`config.mk`:
```
export PLATFORM = sky130hd
export DESIGN_NAME = tcp_two_endpoint_handshake_unit
export DESIGN_NICKNAME = d
export VERILOG_FILES = /design/src/hw/rtl/tcp2_pkg.sv /design/src/hw/rtl/tcp_two_endpoint_handshake_unit.sv /design/src/hw/rtl/tcp2_front.sv /design/src/hw/rtl/tcp2_queue.sv /design/src/hw/rtl/tcp2_back.sv
export SDC_FILE = /design/constraint.sdc
export NUM_CORES = 2
export LEC_CHECK = 0
export ABC_AREA = 0
export BUFFER_PORTS_ARGS = -buffer_cell sky130_fd_sc_hd__buf_2
export CORE_MARGIN = 1.5
export CORE_UTILIZATION = 39
export DETAILED_ROUTE_END_ITERATION = 7
export HOLD_SLACK_MARGIN = 0.06
export PLACE_DENSITY = 0.54
export SLEW_MARGIN = 20
export SYNTH_ARGS = -nofsm -noshare
export SYNTH_HDL_FRONTEND = slang
export SYNTH_SLANG_ARGS = --single-unit
```
`constraint.sdc`:
```
create_clock -name clk -period 13.2 [get_ports clk]
set_input_delay 1.32 -clock clk [delete_from_list [all_inputs] [get_ports clk]]
set_output_delay 1.32 -clock clk [all_outputs]
set_load 0.02 [all_outputs]
```
`src/hw/rtl/tcp2_pkg.sv`:
```
// ----------------------------------------------------------------------------
// tcp2_pkg
// Shared types and constants of the two-endpoint TCP handshake unit.
// ----------------------------------------------------------------------------
package tcp2_pkg;

  // Client receive store size in bytes; the byte count itself is 12 bits wide.
  localparam int RX_CAPACITY = 4096;
  localparam int RX_SUM_W    = 17;  // payload length (16b) plus byte count (12b)

  // Depth of the step queue between front and back.
  localparam int QUEUE_DEPTH = 4;
  localparam int QPTR_W      = $clog2(QUEUE_DEPTH);
  localparam int QCNT_W      = $clog2(QUEUE_DEPTH + 1);

  // TCP flag bits
  localparam logic [7:0] FL_FIN = 8'h01;
  localparam logic [7:0] FL_SYN = 8'h02;
  localparam logic [7:0] FL_PSH = 8'h08;
  localparam logic [7:0] FL_ACK = 8'h10;

  // Config register indexes
  localparam logic [2:0] CFG_LOOPBACK    = 3'd0;
  localparam logic [2:0] CFG_SERVER_PORT = 3'd1;
  localparam logic [2:0] CFG_CLIENT_PORT = 3'd2;
  localparam logic [2:0] CFG_SERVER_ISS  = 3'd3;
  localparam logic [2:0] CFG_CLIENT_ISS  = 3'd4;
  localparam logic [2:0] CFG_RESP_LEN    = 3'd5;

  typedef enum logic [1:0] {
    OP_SEGMENT = 2'd0,
    OP_CONNECT = 2'd1,
    OP_SEND    = 2'd2,
    OP_REINIT  = 2'd3
  } opcode_t;

  typedef enum logic [1:0] {
    PSRC_NONE     = 2'd0,
    PSRC_RESPONSE = 2'd1,
    PSRC_SEND     = 2'd2
  } psrc_t;

  // Input item, first field in the low bits.
  typedef struct packed {
    logic [15:0] packet_len;
    logic [3:0]  tcp_offset_words;
    logic [3:0]  ip_header_words;
    logic [7:0]  tcp_flags;
    logic [31:0] ack_num;
    logic [31:0] seq_num;
    logic [15:0] dst_port;
    logic [15:0] src_port;
    logic [31:0] dst_ip;
    logic [31:0] src_ip;
  } in_item_t;

  // Result item without the last marker, first field in the low bits.
  typedef struct packed {
    logic        status;
    logic [11:0] rx_count;
    logic        store_payload;
    psrc_t       payload_source;
    logic [7:0]  out_flags;
    logic [31:0] out_ack;
    logic [31:0] out_seq;
    logic [15:0] out_dst_port;
    logic [15:0] out_src_port;
    logic [31:0] out_dst_ip;
    logic [31:0] out_src_ip;
  } result_t;

  // One processed input item: its first result, and whether the canned
  // response segment follows it.
  typedef struct packed {
    logic    two;
    result_t res;
  } step_t;

endpackage

```
`src/hw/rtl/tcp_two_endpoint_handshake_unit.sv`:
```
// ----------------------------------------------------------------------------
// tcp_two_endpoint_handshake_unit
// One server and one client TCP endpoint driven by events; emits outgoing
// segment descriptors for outside checksum and assembly units.
// ----------------------------------------------------------------------------
// Path: an accepted item is written into the step queue, then loaded into
//   the output register. Throughput: one item per cycle while the 4-entry
//   step queue has room; results leave one per cycle while m_tready is high,
//   so a two-result step (server answer to a request) gives ACK, then response.
// Reset: synchronous; endpoints go to listen/closed, counters to zero, config
//   registers to their defaults, queue and output register empty.
// ----------------------------------------------------------------------------
module tcp_two_endpoint_handshake_unit import tcp2_pkg::*; (
  input  logic         clk,
  input  logic         rst,
  // event input
  input  logic         s_tvalid,
  output logic         s_tready,
  // src_ip, dst_ip, src_port, dst_port, seq_num, ack_num, tcp_flags,
  // ip_header_words, tcp_offset_words, packet_len
  input  logic [191:0] s_tdata,
  // opcode
  input  logic [1:0]   s_tuser,
  // result output
  output logic         m_tvalid,
  input  logic         m_tready,
  // out_src_ip, out_dst_ip, out_src_port, out_dst_port, out_seq, out_ack,
  // out_flags, payload_source, store_payload, rx_count, status
  output logic [183:0] m_tdata,
  output logic         m_tlast,
  // config write port
  input  logic         cfg_we,
  input  logic [2:0]   cfg_index,
  input  logic [31:0]  cfg_data
);

  step_t   push_data;
  step_t   head;
  logic    push, q_full, q_valid, pop;
  result_t out_res;

  // Front: config, endpoint state and event decode; one step record per item.
  tcp2_front u_front (
    .clk       (clk),
    .rst       (rst),
    .in_valid  (s_tvalid),
    .in_ready  (s_tready),
    .in_item   (in_item_t'(s_tdata)),
    .in_op     (s_tuser),
    .cfg_we    (cfg_we),
    .cfg_index (cfg_index),
    .cfg_data  (cfg_data),
    .push      (push),
    .push_data (push_data),
    .q_full    (q_full)
  );

  // Queue lets the front keep accepting while results wait downstream.
  tcp2_queue u_queue (
    .clk       (clk),
    .rst       (rst),
    .push      (push),
    .push_data (push_data),
    .full      (q_full),
    .pop       (pop),
    .head      (head),
    .valid     (q_valid)
  );

  // Back: expands records into results through the output register.
  tcp2_back u_back (
    .clk       (clk),
    .rst       (rst),
    .head      (head),
    .q_valid   (q_valid),
    .pop       (pop),
    .out_valid (m_tvalid),
    .out_ready (m_tready),
    .out_res   (out_res),
    .out_last  (m_tlast)
  );

  assign m_tdata = out_res;

endmodule

```
`src/hw/rtl/tcp2_front.sv`:
```
// ----------------------------------------------------------------------------
// tcp2_front
// Accepts events, holds config and endpoint state, builds one step record per
// event and pushes it into the step queue.
// ----------------------------------------------------------------------------
module tcp2_front import tcp2_pkg::*; (
  input  logic          clk,
  input  logic          rst,
  input  logic          in_valid,
  output logic          in_ready,
  input  in_item_t      in_item,
  input  logic [1:0]    in_op,
  input  logic          cfg_we,
  input  logic [2:0]    cfg_index,
  input  logic [31:0]   cfg_data,
  output logic          push,
  output step_t         push_data,
  input  logic          q_full
);

  typedef enum logic [2:0] {
    CONN_CLOSED   = 3'd0,
    CONN_LISTEN   = 3'd1,
    CONN_SYN_SENT = 3'd2,
    CONN_SYN_RCVD = 3'd3,
    CONN_ESTAB    = 3'd4
  } conn_state_t;

  // config
  logic [31:0] loopback;
  logic [15:0] srv_lport;
  logic [15:0] cli_lport;
  logic [31:0] srv_iss;
  logic [31:0] cli_iss;
  logic [10:0] resp_len;

  // endpoint state
  conn_state_t srv_state, srv_state_next;
  conn_state_t cli_state, cli_state_next;
  logic [31:0] srv_rcv_next, srv_rcv_next_next;
  logic [31:0] srv_snd_next, srv_snd_next_next;
  logic [31:0] cli_rcv_next, cli_rcv_next_next;
  logic [31:0] cli_snd_next, cli_snd_next_next;
  logic [11:0] rx_bytes, rx_bytes_next;

  // header length checks
  logic [5:0]          ihl_bytes;
  logic [5:0]          off_bytes;
  logic [6:0]          hdr_min;
  logic [15:0]         tlen;
  logic [15:0]         plen;
  logic                seg_ok;
  logic [RX_SUM_W-1:0] rx_sum;
  logic                rx_fit;
  logic [31:0]         seq_p1;
  logic [31:0]         seq_pl;
  logic                f_syn, f_ack, f_psh, f_fin;
  logic                srv_hit, cli_hit;

  assign in_ready = !q_full;
  assign push     = in_valid && in_ready;

  assign ihl_bytes = {in_item.ip_header_words, 2'b00};
  assign off_bytes = {in_item.tcp_offset_words, 2'b00};
  assign hdr_min   = {1'b0, ihl_bytes} + 7'd20;
  assign tlen      = in_item.packet_len - {10'd0, ihl_bytes};
  assign plen      = tlen - {10'd0, off_bytes};
  assign seg_ok    = !(in_item.packet_len < {9'd0, hdr_min}) &&
                     !(off_bytes < 6'd20) && !(tlen < {10'd0, off_bytes});
  assign rx_sum    = {1'b0, plen} + {5'd0, rx_bytes};
  assign rx_fit    = rx_sum < RX_SUM_W'(RX_CAPACITY);
  assign seq_p1    = in_item.seq_num + 32'd1;
  assign seq_pl    = in_item.seq_num + {16'd0, plen};

  assign f_syn   = |(in_item.tcp_flags & FL_SYN);
  assign f_ack   = |(in_item.tcp_flags & FL_ACK);
  assign f_psh   = |(in_item.tcp_flags & FL_PSH);
  assign f_fin   = |(in_item.tcp_flags & FL_FIN);
  assign srv_hit = in_item.dst_port == srv_lport;
  assign cli_hit = in_item.dst_port == cli_lport;

  always_comb begin
    srv_state_next    = srv_state;
    cli_state_next    = cli_state;
    srv_rcv_next_next = srv_rcv_next;
    srv_snd_next_next = srv_snd_next;
    cli_rcv_next_next = cli_rcv_next;
    cli_snd_next_next = cli_snd_next;
    rx_bytes_next     = rx_bytes;
    push_data         = '0;

    unique case (opcode_t'(in_op))
      OP_SEGMENT: begin
        if (seg_ok) begin
          priority if (srv_hit && srv_state == CONN_LISTEN && f_syn && !f_ack) begin
            srv_state_next              = CONN_SYN_RCVD;
            srv_rcv_next_next           = seq_p1;
            srv_snd_next_next           = srv_iss + 32'd1;
            push_data.res.out_src_ip    = in_item.dst_ip;
            push_data.res.out_dst_ip    = in_item.src_ip;
            push_data.res.out_src_port  = srv_lport;
            push_data.res.out_dst_port  = in_item.src_port;
            push_data.res.out_seq       = srv_iss;
            push_data.res.out_ack       = seq_p1;
            push_data.res.out_flags     = FL_SYN | FL_ACK;
          end else if (srv_hit && srv_state == CONN_SYN_RCVD && f_ack && !f_syn) begin
            if (in_item.ack_num == srv_snd_next) begin
              srv_state_next    = CONN_ESTAB;
              srv_rcv_next_next = seq_p1;
            end
          end else if (srv_hit && srv_state == CONN_ESTAB && f_psh) begin
            // ACK now, canned response follows as the second result
            srv_rcv_next_next           = seq_pl;
            srv_snd_next_next           = srv_snd_next + {21'd0, resp_len};
            srv_state_next              = CONN_CLOSED;
            push_data.two               = 1'b1;
            push_data.res.out_src_ip    = in_item.dst_ip;
            push_data.res.out_dst_ip    = in_item.src_ip;
            push_data.res.out_src_port  = srv_lport;
            push_data.res.out_dst_port  = in_item.src_port;
            push_data.res.out_seq       = srv_snd_next;
            push_data.res.out_ack       = seq_pl;
            push_data.res.out_flags     = FL_ACK;
          end else if (cli_hit && cli_state == CONN_SYN_SENT && f_syn && f_ack) begin
            cli_rcv_next_next           = seq_p1;
            cli_snd_next_next           = in_item.ack_num;
            cli_state_next              = CONN_ESTAB;
            push_data.res.out_src_ip    = in_item.dst_ip;
            push_data.res.out_dst_ip    = in_item.src_ip;
            push_data.res.out_src_port  = cli_lport;
            push_data.res.out_dst_port  = in_item.src_port;
            push_data.res.out_seq       = in_item.ack_num;
            push_data.res.out_ack       = seq_p1;
            push_data.res.out_flags     = FL_ACK;
          end else if (cli_hit && cli_state == CONN_ESTAB && f_psh) begin
            // full store drops the payload but still acks it
            if (rx_fit) begin
              rx_bytes_next               = rx_sum[11:0];
              push_data.res.store_payload = 1'b1;
            end
            cli_rcv_next_next           = seq_pl;
            push_data.res.out_src_ip    = in_item.dst_ip;
            push_data.res.out_dst_ip    = in_item.src_ip;
            push_data.res.out_src_port  = cli_lport;
            push_data.res.out_dst_port  = in_item.src_port;
            push_data.res.out_seq       = cli_snd_next;
            push_data.res.out_ack       = seq_pl;
            push_data.res.out_flags     = FL_ACK;
          end else if (cli_hit && cli_state == CONN_ESTAB && f_fin) begin
            cli_state_next = CONN_CLOSED;
          end else begin
            // segment ignored
          end
        end
      end
      OP_CONNECT: begin
        cli_state_next              = CONN_SYN_SENT;
        cli_snd_next_next           = cli_iss + 32'd1;
        rx_bytes_next               = '0;
        srv_state_next              = CONN_LISTEN;
        push_data.res.out_src_ip    = loopback;
        push_data.res.out_dst_ip    = loopback;
        push_data.res.out_src_port  = cli_lport;
        push_data.res.out_dst_port  = srv_lport;
        push_data.res.out_seq       = cli_iss;
        push_data.res.out_flags     = FL_SYN;
      end
      OP_SEND: begin
        if (cli_state != CONN_ESTAB) begin
          push_data.res.status = 1'b1;
        end else begin
          push_data.res.out_src_ip     = loopback;
          push_data.res.out_dst_ip     = loopback;
          push_data.res.out_src_port   = cli_lport;
          push_data.res.out_dst_port   = srv_lport;
          push_data.res.out_seq        = cli_snd_next;
          push_data.res.out_ack        = cli_rcv_next;
          push_data.res.out_flags      = FL_ACK | FL_PSH;
          push_data.res.payload_source = PSRC_SEND;
          cli_snd_next_next            = cli_snd_next + {16'd0, in_item.packet_len};
        end
      end
      OP_REINIT: begin
        srv_state_next = CONN_LISTEN;
        cli_state_next = CONN_CLOSED;
        rx_bytes_next  = '0;
      end
    endcase

    push_data.res.rx_count = rx_bytes_next;
  end

  always_ff @(posedge clk) begin
    if (rst) begin
      srv_state    <= CONN_LISTEN;
      cli_state    <= CONN_CLOSED;
      srv_rcv_next <= '0;
      srv_snd_next <= '0;
      cli_rcv_next <= '0;
      cli_snd_next <= '0;
      rx_bytes     <= '0;
      loopback     <= 32'd2130706433;
      srv_lport    <= 16'd80;
      cli_lport    <= 16'd49152;
      srv_iss      <= 32'd50000;
      cli_iss      <= 32'd10000;
      resp_len     <= 11'd169;
    end else begin
      if (push) begin
        srv_state    <= srv_state_next;
        cli_state    <= cli_state_next;
        srv_rcv_next <= srv_rcv_next_next;
        srv_snd_next <= srv_snd_next_next;
        cli_rcv_next <= cli_rcv_next_next;
        cli_snd_next <= cli_snd_next_next;
        rx_bytes     <= rx_bytes_next;
      end
      if (cfg_we) begin
        unique case (cfg_index)
          CFG_LOOPBACK:    loopback  <= cfg_data;
          CFG_SERVER_PORT: srv_lport <= cfg_data[15:0];
          CFG_CLIENT_PORT: cli_lport <= cfg_data[15:0];
          CFG_SERVER_ISS:  srv_iss   <= cfg_data;
          CFG_CLIENT_ISS:  cli_iss   <= cfg_data;
          CFG_RESP_LEN:    resp_len  <= cfg_data[10:0];
          default: ;
        endcase
      end
    end
  end

endmodule

```
`src/hw/rtl/tcp2_queue.sv`:
```
// ----------------------------------------------------------------------------
// tcp2_queue
// Small FIFO of step records between front and back.
// ----------------------------------------------------------------------------
module tcp2_queue import tcp2_pkg::*; (
  input  logic  clk,
  input  logic  rst,
  input  logic  push,
  input  step_t push_data,
  output logic  full,
  input  logic  pop,
  output step_t head,
  output logic  valid
);

  step_t             entries [QUEUE_DEPTH];
  logic [QPTR_W-1:0] wr_ptr;
  logic [QPTR_W-1:0] rd_ptr;
  logic [QCNT_W-1:0] count;

  assign full  = count == QCNT_W'(QUEUE_DEPTH);
  assign valid = count != '0;
  assign head  = entries[rd_ptr];

  always_ff @(posedge clk) begin
    if (push) begin
      entries[wr_ptr] <= push_data;
    end
  end

  always_ff @(posedge clk) begin
    if (rst) begin
      wr_ptr <= '0;
      rd_ptr <= '0;
      count  <= '0;
    end else begin
      if (push) begin
        wr_ptr <= wr_ptr + 1'b1;
      end
      if (pop) begin
        rd_ptr <= rd_ptr + 1'b1;
      end
      if (push && !pop) begin
        count <= count + 1'b1;
      end else if (pop && !push) begin
        count <= count - 1'b1;
      end
    end
  end

endmodule

```
`src/hw/rtl/tcp2_back.sv`:
```
// ----------------------------------------------------------------------------
// tcp2_back
// Drains step records into result items; a two-result step gives its ACK
// first and the canned response segment next.
// ----------------------------------------------------------------------------
module tcp2_back import tcp2_pkg::*; (
  input  logic    clk,
  input  logic    rst,
  input  step_t   head,
  input  logic    q_valid,
  output logic    pop,
  output logic    out_valid,
  input  logic    out_ready,
  output result_t out_res,
  output logic    out_last
);

  logic    phase;  // second result of the head step is next
  logic    load;
  result_t load_res;

  assign load = q_valid && (!out_valid || out_ready);
  assign pop  = load && (phase || !head.two);

  // second pass over a two-result step turns the ACK into the response
  always_comb begin
    load_res = head.res;
    if (phase) begin
      load_res.out_flags      = FL_ACK | FL_PSH;
      load_res.payload_source = PSRC_RESPONSE;
    end
  end

  always_ff @(posedge clk) begin
    if (rst) begin
      out_valid <= 1'b0;
      phase     <= 1'b0;
    end else begin
      if (load) begin
        out_valid <= 1'b1;
        phase     <= head.two && !phase;
      end else if (out_ready) begin
        out_valid <= 1'b0;
      end
    end
  end

  always_ff @(posedge clk) begin
    if (load) begin
      out_res  <= load_res;
      out_last <= !(head.two && !phase);
    end
  end

  // head step stays queued until its second result is out
  a_phase_has_head: assert property (@(posedge clk) disable iff (rst)
    phase |-> q_valid)
    else $error("second result pending with empty queue");

  // a non-final result is always the ACK of a two-result step
  a_first_sets_phase: assert property (@(posedge clk) disable iff (rst)
    (out_valid && !out_last) |-> phase)
    else $error("non-final result without pending second result");

  a_first_is_ack: assert property (@(posedge clk) disable iff (rst)
    (out_valid && !out_last) |-> (out_res.out_flags == FL_ACK))
    else $error("non-final result is not a plain ACK");

  a_second_follows: assert property (@(posedge clk) disable iff (rst)
    (out_valid && !out_last && out_ready) |=> (out_valid && out_last))
    else $error("response segment did not follow its ACK");

endmodule

```
==> flow_summary.toml <==
[status]
run_status = "finished, final reports clean"

[yosys]
synth_warnings = 0
synth_top_area_share_pct = 50.6
async_reset_ff_share_pct = 0
synth.top_cells.by_count = "edfxtp_1 (892), nand2_1 (577), a21oi_1 (322)"
synthFlopType = "edfxtp_1"
synth_area_leader_cell = "edfxtp_1"
syn_area_um2 = 52900
yosysUniqueCellTypes = 106
yosysSeqAreaShare_pct = 60.6
yosys_register_bits = 1155
synth_most_common_cell = "edfxtp_1"
syn_area_per_cell_um2 = 12.7
syn_inst = 4173
ys_top_cells_by_area = "edfxtp_1 (51%), dfxtp_1 (10%), mux4_2 (7.6%), nand2_1 (4.1%), a21oi_1 (3.0%)"
synth_edf_count = 892

[clocking]
clkSlewWorstSetupHoldPaths_ns = 0.06
cts.sink_count = 1155
clock_path_buffers = 3
h-tree-depth = 4
root_buffer = "clkbuf_16"
post_cts_buffers = 0
post_cts_resized = 0
cts_tree = "built"
cts_made_buffers = 131
holdBufCountCts = 0
insertion_delay_ns = 0.79

[sta]
relSlewSlack_pct = 23.7
rsz0062_at_grt = "no"
slew_violations = 0
worst_pin_slew_ns = 1.14
clock_skew_ns = 0.0462
hold_viol = 0
setup_slack_ns = 6.32
fin_tns_setup_ns = 0
post-route-period-util_pct = 52.1
report.final.setup_viol = 0
finalCriticalPeriod_ns = 6.88
clock.fmax_ghz = 0.145

[finish]
post-route-util_pct = 45.5
final_nets = 4842
stdcell_count = 6401
area_delta_synth_final_pct = 15.3
drive_gt1_share_pct = 20.0

[power]
switchingPower_mw = 3.21
powerDensity_nw_per_um2 = 177
seqPwrFrac_pct = 44.7
p_leak_nw = 20.2
switching_share_pct = 29.6
power.total_mw = 10.8
power.internal_mw = 7.61
irDropWorstVdd_v = 0.000126
combPwrFrac_pct = 21.4
clkPwrFrac_pct = 33.8

[routing]
drc = 0
vias_per_cell = 5.67
dr_total_vias = 36300
wirelength_mm = 161
first_pass_iters = 6
first_iter_violations = 3538
ant_nets = 0
wire_per_inst_um = 25.2

[global_routing]
grt_first_pass_wirelength_mm = 235
first_global_vias = 34700
grt_usage_pct = 23.1
globalRouteMet3Util_pct = 4.86
grt_max_degree = 120
met2_usage_pct = 35.5
overflow = 0
grt_busiest_layer = "met2"
grt_antenna_before_repair = 33
grt_use_met1_pct = 32.8

[floorplan]
io_pins = 421
die_w_um = 371
die_h_um = 371
coreArea_um2 = 134000
die_area_um2 = 138000
row_count = 134
start_util_pct = 39.5

[placement]
dp_cells = 6153
dp.final_hpwl_mm = 109
port_buffers = 411
gp_congestion = 0.904
dp_slack_ns = 5.66

[worst_setup_path]
cp.required_ns = 13.64
path_class = "in -> reg"
path_buf_inv = 2
cp.depth = 22
start_kind = "input pin"
reg2regPathDepth = 10
slowest_delay_ns = 0.77
crit_path_max_fanout = 11
critPathTopFamily = "compound AO/OA/AOI/OAI gates"
cpMaxStageDelayCell = "o311ai_0"
timing.rr.start = "u_front.cli_lport[10]$_SDFFE_PP0P_"
r2r_setup_slack_ns = 8.08
end_kind = "flip-flop"
worstSetupEndpoint = "u_queue.entries[2][152]$_DFFE_PP_"
startpoint = "s_tdata[178]"
regToRegEndpoint = "u_queue.entries[1][127]$_DFFE_PP_"
critPathArrivalTime_ns = 7.32
crit_chain = "buf_2 > inv_1 > ha_1 > fa_1 > xnor2_1 > ha_1 > nor2b_1 > o21ai_0 > nand2b_1 > nor3_4 > o2111ai_2 > xor2_1 > ha_1 > nand3_1 > nor2_1 > o2bb2ai_1 > a311oi_2 > nand2b_1 > a21oi_1 > a21oi_1 > a21oi_1 > o311ai_0"

[min_path]
hold_path.class = "reg -> reg"
hold_depth = 2
hp-start = "u_front.cli_rcv_next[3]$_SDFFE_PP0P_"

[flow_run]
drv_cap = 0
## routing by layer
metal / wire (um) / share of wire (%)
met5: 184 / 0.11
met4: 4260 / 2.6
met3: 11500 / 7.1
met2: 73500 / 46
met1: 71800 / 45
## power by group through the flow
stage	registers (mW)	logic, mW	clock network (mW)
5_1_grt	4.89	2.49	3.87
6_report	4.84	2.32	3.66
3_3_place_gp	4.91	2.36	0
4_1_cts	4.85	2.38	3.74
2_1_floorplan	5.35	1.16	0
3_5_place_dp	4.92	2.37	0
## worst register-to-register path, stage by stage (launching register included)
cell	delay, ns
dfxtp_1	0.40
xnor2_1	0.14
nand4_1	0.18
nor4_2	0.82
and4_2	0.97
buf_4	0.55
mux2_2	0.42
a32oi_1	0.20
a21oi_1	0.09
a222oi_1	0.78
nor2_1	0.26
## per-stage QoR
stage / area [um^2] / hold slack [ns]
finish: 61000 / 0.453
global route: 61000 / 0.471
CTS: 60900 / 0.451
detailed placement: 56600 / 0.444
global placement: 56600 / 0.439
floorplan: 52900 / 0.432
## area by class of cell
| class | instances | area [um^2] |
|---|---|---|
| fill | 12200 | 73000 |
| clock buffer | 173 | 3520 |
| sequential | 1155 | 32100 |
| clock inverter | 65 | 788 |
| inverter | 66 | 248 |
| timing repair buffer | 465 | 2500 |
| tap | 1768 | 2210 |
| multi-input combinational | 2699 | 19600 |
| antenna | 10 | 25.0 |
## worst min path at each step
stage / slack [ns] / endpoint
floorplan: 0.43 / u_front.cli_rcv_next[11]$_SDFFE_PP0P_
global placement: 0.44 / u_front.cli_rcv_next[7]$_SDFFE_PP0P_
detailed placement: 0.44 / u_front.cli_rcv_next[11]$_SDFFE_PP0P_
CTS: 0.45 / u_front.cli_rcv_next[7]$_SDFFE_PP0P_
global route: 0.47 / u_front.cli_rcv_next[3]$_SDFFE_PP0P_
finish: 0.45 / u_front.cli_rcv_next[3]$_SDFFE_PP0P_
## cells in the final DEF, fill, tap and decap left out, types with 76 or more instances in the layout
| master | count |
|---|---|
| a21oi_1 | 321 |
| buf_2 | 410 |
| clkbuf_16 | 132 |
| dfxtp_1 | 261 |
| edfxtp_1 | 892 |
| ha_1 | 80 |
| mux4_2 | 178 |
| nand2_1 | 575 |
| nand3_1 | 76 |
| nor2_1 | 251 |
| nor3_1 | 78 |
| o21ai_0 | 114 |
| xnor2_1 | 153 |
| xor2_1 | 80 |
## cells by family (layout without fill, tap and decap cells)
kind of cell	Yosys count	in the layout	share of synthesized area, %
compound gates	899	899	11.5
xor+xnor	234	234	3.91
fa+ha+maj	90	90	2.23
buf+inv	323	769	2.53
flops	1155	1155	60.6
mux	209	209	8.19
other cells	1	15	0.00709
simple gates	1262	1262	11.0
## registers in the layout, indices dropped and copies added, names as in the netlist, named ones only
register              cells
u_front.cli_state         2
u_front.srv_iss          32
u_back.phase              1
u_front.rx_bytes         12
u_front.cli_snd_next     32
u_front.cli_lport        16
u_back.out_last           1
u_front.srv_lport        16
u_front.resp_len         11
u_queue.wr_ptr            2
u_back.out_valid          1
u_front.cli_iss          32
u_queue.entries         712
u_front.cli_rcv_next     32
u_front.srv_snd_next     32
u_queue.rd_ptr            2
u_front.srv_state         3
u_front.loopback         32
u_back.out_res          179
u_queue.count             3
No activity file was read; power rests on OpenSTA's default activity.
